**config.mk**
```make
export PLATFORM = sky130hd
export DESIGN_NAME = scc_unwrap
export DESIGN_NICKNAME = d
export VERILOG_FILES = /design/src/rtl/core/scc_pkg.sv /design/src/rtl/core/scc_unwrap.sv
export SDC_FILE = /design/constraint.sdc
export NUM_CORES = 2
export LEC_CHECK = 0
export ABC_AREA = 1
export BUFFER_PORTS_ARGS = -buffer_cell sky130_fd_sc_hd__clkbuf_2
export CORE_ASPECT_RATIO = 1.5
export CORE_MARGIN = 2
export CORE_UTILIZATION = 65
export CTS_BUF_LIST = sky130_fd_sc_hd__clkbuf_4
export DETAILED_ROUTE_END_ITERATION = 8
export PLACE_DENSITY = 0.86
export SKIP_CTS_REPAIR_TIMING = 1
export SLEW_MARGIN = 5
export SYNTH_ARGS = -nofsm -noshare
export SYNTH_HDL_FRONTEND = slang
export SYNTH_SLANG_ARGS = --single-unit
```
**constraint.sdc**
```tcl
create_clock -name clk -period 6.55 [get_ports clk]
set_input_delay 0.3275 -clock clk [delete_from_list [all_inputs] [get_ports clk]]
set_output_delay 0.3275 -clock clk [all_outputs]
set_load 0.05 [all_outputs]
```
**src/rtl/core/scc_pkg.sv**
```systemverilog
// Shared types and widths for the swept circle collision pipeline.
`default_nettype none

package scc_pkg;

	// Field and register widths.
	localparam int FIELD_W = 16;
	localparam int CFG_W   = 16;
	localparam int IDX_W   = 2;

	// Configuration register indexes.
	localparam logic [IDX_W-1:0] REG_WRAP_ENABLE  = 2'd0;
	localparam logic [IDX_W-1:0] REG_WORLD_WIDTH  = 2'd1;
	localparam logic [IDX_W-1:0] REG_WORLD_HEIGHT = 2'd2;

	// Unwrapped positions lie in [-65535, 65535].
	localparam int POS_W  = FIELD_W + 2;
	// Distances and per-step motion.
	localparam int DIFF_W = POS_W + 1;
	// Squares and cross terms of the differences.
	localparam int PRD_W  = 2 * DIFF_W;
	// Unsigned sums of squares; the signed closest approach term is one bit wider.
	localparam int SQ_W   = PRD_W;
	localparam int TOP_W  = SQ_W + 1;
	localparam int RSQ_W  = 2 * FIELD_W;
	// Wide products are built from half-width partial products.
	localparam int HALF_W = SQ_W / 2;
	localparam int PP_W   = 2 * HALF_W;
	localparam int WIDE_W = 2 * SQ_W;

	typedef struct packed {
		logic signed [POS_W-1:0] p1;
		logic signed [POS_W-1:0] p2;
		logic signed [POS_W-1:0] q1;
		logic signed [POS_W-1:0] q2;
	} axis_t;

	typedef struct packed {
		axis_t               x;
		axis_t               y;
		logic [FIELD_W-1:0]  radius;
	} pair_t;

	// Values handed from the term pipeline to the wide comparison.
	typedef struct packed {
		logic              early;
		logic              swept;
		logic [SQ_W-1:0]   excess;
		logic [SQ_W-1:0]   bot;
		logic [SQ_W-1:0]   tmag;
	} terms_t;

endpackage

`default_nettype wire

```
**src/rtl/core/scc_unwrap.sv**
```systemverilog
// Two pipeline stages that unwrap both points on the torus before the distance test.
`default_nettype none

module scc_unwrap (
	input  wire logic          clk,
	input  wire logic          arst_n,
	input  wire logic          en,
	input  wire logic          wrap_enable,
	input  wire logic [15:0]   world_width,
	input  wire logic [15:0]   world_height,
	input  wire logic          src_valid,
	input  wire scc_pkg::pair_t src_item,
	output logic               res_valid,
	output scc_pkg::pair_t     res_item
);
	import scc_pkg::*;

	typedef struct packed {
		logic signed [POS_W-1:0] a1;
		logic signed [POS_W-1:0] a2;
		logic                    moved;
	} own_t;

	typedef struct packed {
		logic mpx;
		logic mqx;
		logic mpy;
		logic mqy;
	} move_t;

	// A point that moved more than half the world along an axis crossed the seam.
	function automatic own_t unwrap_own(input logic signed [POS_W-1:0] a1,
			input logic signed [POS_W-1:0] a2, input logic signed [POS_W-1:0] size,
			input logic wrap);
		own_t r;
		logic signed [POS_W-1:0] diff;
		logic signed [POS_W-1:0] mag;
		diff = a2 - a1;
		mag = diff[POS_W-1] ? -diff : diff;
		r.a1 = a1;
		r.a2 = a2;
		r.moved = wrap && (mag > (size >>> 1));
		if (r.moved) begin
			if (a1 > a2) begin
				r.a1 = a1 - size;
			end else begin
				r.a2 = a2 - size;
			end
		end
		return r;
	endfunction

	// When only one point crossed, the other one follows it to the same side.
	function automatic axis_t align(input axis_t a, input logic mp, input logic mq,
			input logic signed [POS_W-1:0] size);
		axis_t r;
		logic signed [POS_W-1:0] half;
		half = size >>> 1;
		r = a;
		if (mp && !mq && (($signed(a.q2) > half) || ($signed(a.q1) > half))) begin
			r.q1 = $signed(a.q1) - size;
			r.q2 = $signed(a.q2) - size;
		end
		if (mq && !mp && (($signed(a.p2) > half) || ($signed(a.p1) > half))) begin
			r.p1 = $signed(a.p1) - size;
			r.p2 = $signed(a.p2) - size;
		end
		return r;
	endfunction

	logic signed [POS_W-1:0] size_x;
	logic signed [POS_W-1:0] size_y;
	own_t  own_px, own_qx, own_py, own_qy;
	pair_t item_s1;
	move_t move_s1;
	logic  valid_s1;
	pair_t aligned;

	assign size_x = $signed({2'b00, world_width});
	assign size_y = $signed({2'b00, world_height});

	always_comb begin
		own_px = unwrap_own(src_item.x.p1, src_item.x.p2, size_x, wrap_enable);
		own_qx = unwrap_own(src_item.x.q1, src_item.x.q2, size_x, wrap_enable);
		own_py = unwrap_own(src_item.y.p1, src_item.y.p2, size_y, wrap_enable);
		own_qy = unwrap_own(src_item.y.q1, src_item.y.q2, size_y, wrap_enable);
	end

	always_ff @(posedge clk or negedge arst_n) begin
		if (!arst_n) begin
			valid_s1 <= 1'b0;
		end else if (en) begin
			valid_s1 <= src_valid;
		end
	end

	always_ff @(posedge clk) begin
		if (en) begin
			item_s1.x.p1  <= own_px.a1;
			item_s1.x.p2  <= own_px.a2;
			item_s1.x.q1  <= own_qx.a1;
			item_s1.x.q2  <= own_qx.a2;
			item_s1.y.p1  <= own_py.a1;
			item_s1.y.p2  <= own_py.a2;
			item_s1.y.q1  <= own_qy.a1;
			item_s1.y.q2  <= own_qy.a2;
			item_s1.radius <= src_item.radius;
			move_s1.mpx   <= own_px.moved;
			move_s1.mqx   <= own_qx.moved;
			move_s1.mpy   <= own_py.moved;
			move_s1.mqy   <= own_qy.moved;
		end
	end

	always_comb begin
		aligned = item_s1;
		aligned.x = align(item_s1.x, move_s1.mpx, move_s1.mqx, size_x);
		aligned.y = align(item_s1.y, move_s1.mpy, move_s1.mqy, size_y);
	end

	always_ff @(posedge clk or negedge arst_n) begin
		if (!arst_n) begin
			res_valid <= 1'b0;
		end else if (en) begin
			res_valid <= valid_s1;
		end
	end

	always_ff @(posedge clk) begin
		if (en) begin
			res_item <= aligned;
		end
	end

endmodule

`default_nettype wire

```
Yosys cells after proc, flatten, opt, wreduce, memory -nomap -nowiden
Cells that the tools add are included.
- bits of input ports: 197
- register bits after elaboration: 326
- reductions and logical operators: 20
- mux-type cells: 20
- $add $sub $neg: 24
- order comparisons: 16
- operators with widths (kind ; count):
    36-bit two-way mux ; 8
    18-bit by 17-bit subtractor with 18-bit output ; 16
    18-bit by 16-bit greater-than comparator with 1-bit output ; 12
    18-bit two-way mux ; 12
    18-bit greater-than comparator ; 4
    18-bit negator ; 4
    18-bit subtractor ; 4
    1-bit logical AND ; 12
    1-bit zero test ; 4
    1-bit logical OR ; 4

Longest topological paths before layout
- word-level depth: 6
- depth in mapped cells: 30
- mapped depth without buffers: 28

Least setup slack after synthesis
No wires, ideal clock.
- path type: input-to-reg
- start point: in src_item[88] (netlist bit)
- end point: reg item_s1[115] (netlist bit) (data pin)
- setup time: 252 ps
- buffers on the path: 1
- data arrival time: 3632 ps
- data required time: 6298 ps
- cell stages on the path: 25
- setup slack: 2666 ps
- path through: inv_1 > ha_1 > fa_1 > ha_1 > a21boi_0 > nand3_1 > nor2_1 > nand3_1 > nor2_2 > nor2_1 > xnor2_1 > inv_1 > ha_1 > nand4_1 > nor3_1 > o21ai_0 > o211ai_1 > nand2_1 > a21boi_0 > o21ai_0 > nand3_4 > nand2_4 > buf_8 > nand2_2 > nand2_2
- RTL lines (item ; line ; text):
    start: declaration ; scc_unwrap.sv:12 ; input wire scc_pkg::pair_t src_item,
    end: declaration ; scc_unwrap.sv:74 ; pair_t item_s1;

==> results.py <==
metrics = {
    "logic_synthesis": {
        "synth_edf_count": 324,
        "post-synth-top-area-fraction_pct": 25.4,
        "synth_flop_cell": "edfxtp_1",
        "synth-async-reset-ratio_pct": 0.613,
        "synthTopCellsByCount": "1648 x nand2_1, 590 x inv_1, 512 x ha_1, 423 x o21ai_0, 416 x nand3_1",
        "yosys-top-cells-area": "edfxtp_1 25%, ha_1 17%, nand2_1 16%",
        "avgSynthCellArea_sq_um": 7.05,
        "yosysWarnings": 0,
        "yosysMostFrequentCell": "nand2_1",
        "syn-cell-area_sq_um": 38300,
        "ys_ff_latch": 326,
        "synth_top_cell_by_area": "edfxtp_1",
        "synth_cell_types": 51,
        "postSynthCellCount": 5433,
        "yosysSeqAreaShare_pct": 25.5,
        "syn_nets": 6162,
    },
    "sta": {
        "finalSetupViolations": 0,
        "period_minus_slack_ps": 4750,
        "relSlewSlack_pct": 21.7,
        "worst_hold_slack_ps": -15.8,
        "finalHoldViolCount": 1,
        "finalCritPeriodShare_pct": 72.5,
        "skew_ps": 40.2,
        "slew_violations": 0,
        "rsz0062_at_grt": "no",
        "tightest_slew_ps": 1180,
        "setup_tns_ps": 0,
        "clock.fmax_mhz": 210,
    },
    "cells_and_area": {
        "fin_nets": 6702,
        "design_area_sq_um": 43500,
        "fin_util_pct": 74.1,
        "finalNonFillerCells": 6806,
        "synthToLayoutAreaGrowth_pct": 13.6,
        "fillers": 4867,
        "final_layout_size_suffix_gt1_share_pct": 9.93,
    },
    "clocking": {
        "clock_latency_ps": 860,
        "htreeDepth": 3,
        "clkSinkCount": 326,
        "tritoncts": "done",
        "clk_pin_slew_ps": 80,
        "cts_max_path_buffers": 3,
        "cts_root_buf": "clkbuf_4",
        "cts_buffers": 76,
    },
    "critical_path": {
        "worst-endpoint-required_ps": 7270,
        "cp_max_fo": 37,
        "path_common_cell": "nand2_1",
        "regToRegEndpoint": "res_item[100]$_DFFE_PP_",
        "critPathLaunchType": "input pin",
        "reg2reg_from": "item_s1[114]$_DFFE_PP_",
        "reg2regPathDepth": 8,
        "crit_path_end_kind": "register",
        "cp.arrival_ps": 5470,
        "max_stage_delay_ps": 520,
        "critPathKind": "input pin to register",
        "r2r_slack_ps": 2400,
        "critical-path-slowest-cell": "dlygate4sd3_1",
    },
    "global_route": {
        "grt_usage_pct": 38.3,
        "globalRouteOverflowTotal": 0,
        "grt_max_degree": 147,
        "grt_pass1_wl_um": 185000,
        "antenna_found_initial": 3,
        "first_global_vias": 37200,
    },
    "floorplanning": {
        "die-area_sq_um": 60900,
        "initial_core_util_pct": 65.3,
        "fp.dieW_um": 202,
        "rows": 109,
        "coreArea_sq_um": 58600,
        "fp.dieH_um": 301,
        "io_pins": 358,
    },
    "power_and_ir_drop": {
        "peakVddDrop_mv": 0.123,
        "leakage_nw": 22.1,
        "p_per_area_nw_per_um2": 234,
    },
    "placement": {
        "dp_cells": 6510,
        "hpwl_um": 94400,
        "detailed_place.area_sq_um": 40900,
        "port-buffer-count": 357,
        "gp_congestion": 1.01,
    },
    "run_status": {
        "status": "finished, violations left",
        "violations": "design-rule violations, negative hold slack",
    },
    "routing": {
        "ant_nets": 0,
        "wl_per_cell_um": 18.3,
        "drtIter0Drc": 3240,
        "viasPerCell": 5.89,
        "vias": 40100,
        "first_pass_iters": 8,
        "routed_wl_um": 125000,
        "drc_errors": 2,
    },
    "min_path": {
        "whs_path_depth": 3,
        "min_to": "item_s1[35]$_DFFE_PP_",
        "hold_path_class": "input pin to register",
        "hp-start": "src_item[35]",
    },
    "flow_run": {
        "max_cap_viol_count": 0,
    },
}
==> placed cells by master, fill, tap and decap left out, types with 8 or more instances in the layout <==
cell           instances
a31oi_1               30
fa_1                  20
nor2_1               280
o2111ai_1              8
nand2_1             1645
inv_2                  9
nor4_1                11
nor2_2                 8
a211oi_1              11
inv_1                590
nand3b_1              20
nor3b_1               15
and2_1                 9
o21ai_0              423
buf_4                 39
xnor2_1              115
nand2_2               42
nand4_1               78
nor3_1                87
nand3_1              416
a21boi_0              14
a21oi_1              362
o31ai_1               10
edfxtp_1             324
o211ai_1              23
clkbuf_2             356
xor2_1               188
clkinv_1               8
o21bai_1              11
ha_1                 512
clkbuf_4             104
dlygate4sd3_1        162
clkinv_2               9
a21o_1                31
==> sequential cells by signal (all words and copies together), names as in the netlist <==
name       flops
aligned       16
res_valid      1
valid_s1       1
res_item     160
move_s1        4
item_s1      144
==> through the flow <==
stage                     setup WS (ps)  power [mW]
after floorplan                    2670        6.97
after global placement             1730        8.10
after detailed placement           1650        8.25
after CTS                          2500        9.99
after global routing               1310        10.9
final                              1800        10.2
==> logic make-up after synthesis <==
logic type	share of synthesized area, %
AOI/OAI and AO/OA	13.3
adders and majority gates	17.8
and+or+nand+nor	29.1
buffers and inverters	7.28
xor gates and xnor gates	7.02
DFF	25.5
==> metal layers <==
metal  GRT usage (%)  vias to the layer above  part of all wire, %
met1            42.5                    18100                   36
li1                -                    19500                    -
met4            28.1                        0                  8.0
met3            4.43                      542                  7.4
met2            67.7                     1907                   49
met5               0                        -                    0
==> where the power goes <==
group / internal (mW) / switching [mW] / total [mW] / leakage, nW
Clock: 0.860 / 0.885 / 1.74 / 0.580
Sequential: 2.77 / 0.245 / 3.02 / 3.20
Combinational: 1.82 / 3.62 / 5.43 / 18.4
Total: 5.45 / 4.75 / 10.2 / 22.1
==> layout make-up <==
class	count	area (sq um)	area share [%]
multi-input combinational	4410	25800	59.2
sequential	326	9780	22.5
timing repair buffer	559	3730	8.58
inverter	600	2250	5.18
tap	777	972	2.24
clock buffer	104	781	1.80
clock inverter	24	203	0.466
antenna	6	15.0	0.0345
==> critical path, delay by kind of cell <==
family / cells / cell delay (ps)
and+or+nand+nor: 17 / 2460
buffers and inverters: 5 / 990
AOI/OAI and AO/OA: 5 / 800
adders and majority gates: 2 / 680
xor gates and xnor gates: 1 / 160
==> worst max path at each step <==
stage / cells after the start / end / slack (ps) / start
after floorplan: 25 / item_s1[115]$_DFFE_PP_ / 2670 / src_item[88]
final: 30 / item_s1[146]$_DFFE_PP_ / 1800 / src_item[146]
after detailed placement: 28 / move_s1[3]$_DFFE_PP_ / 1650 / src_item[146]
after global placement: 24 / move_s1[2]$_DFFE_PP_ / 1730 / src_item[88]
after global routing: 30 / item_s1[146]$_DFFE_PP_ / 1310 / src_item[146]
after CTS: 23 / move_s1[2]$_DFFE_PP_ / 2500 / src_item[88]
No activity file was read; power rests on OpenSTA's default activity.
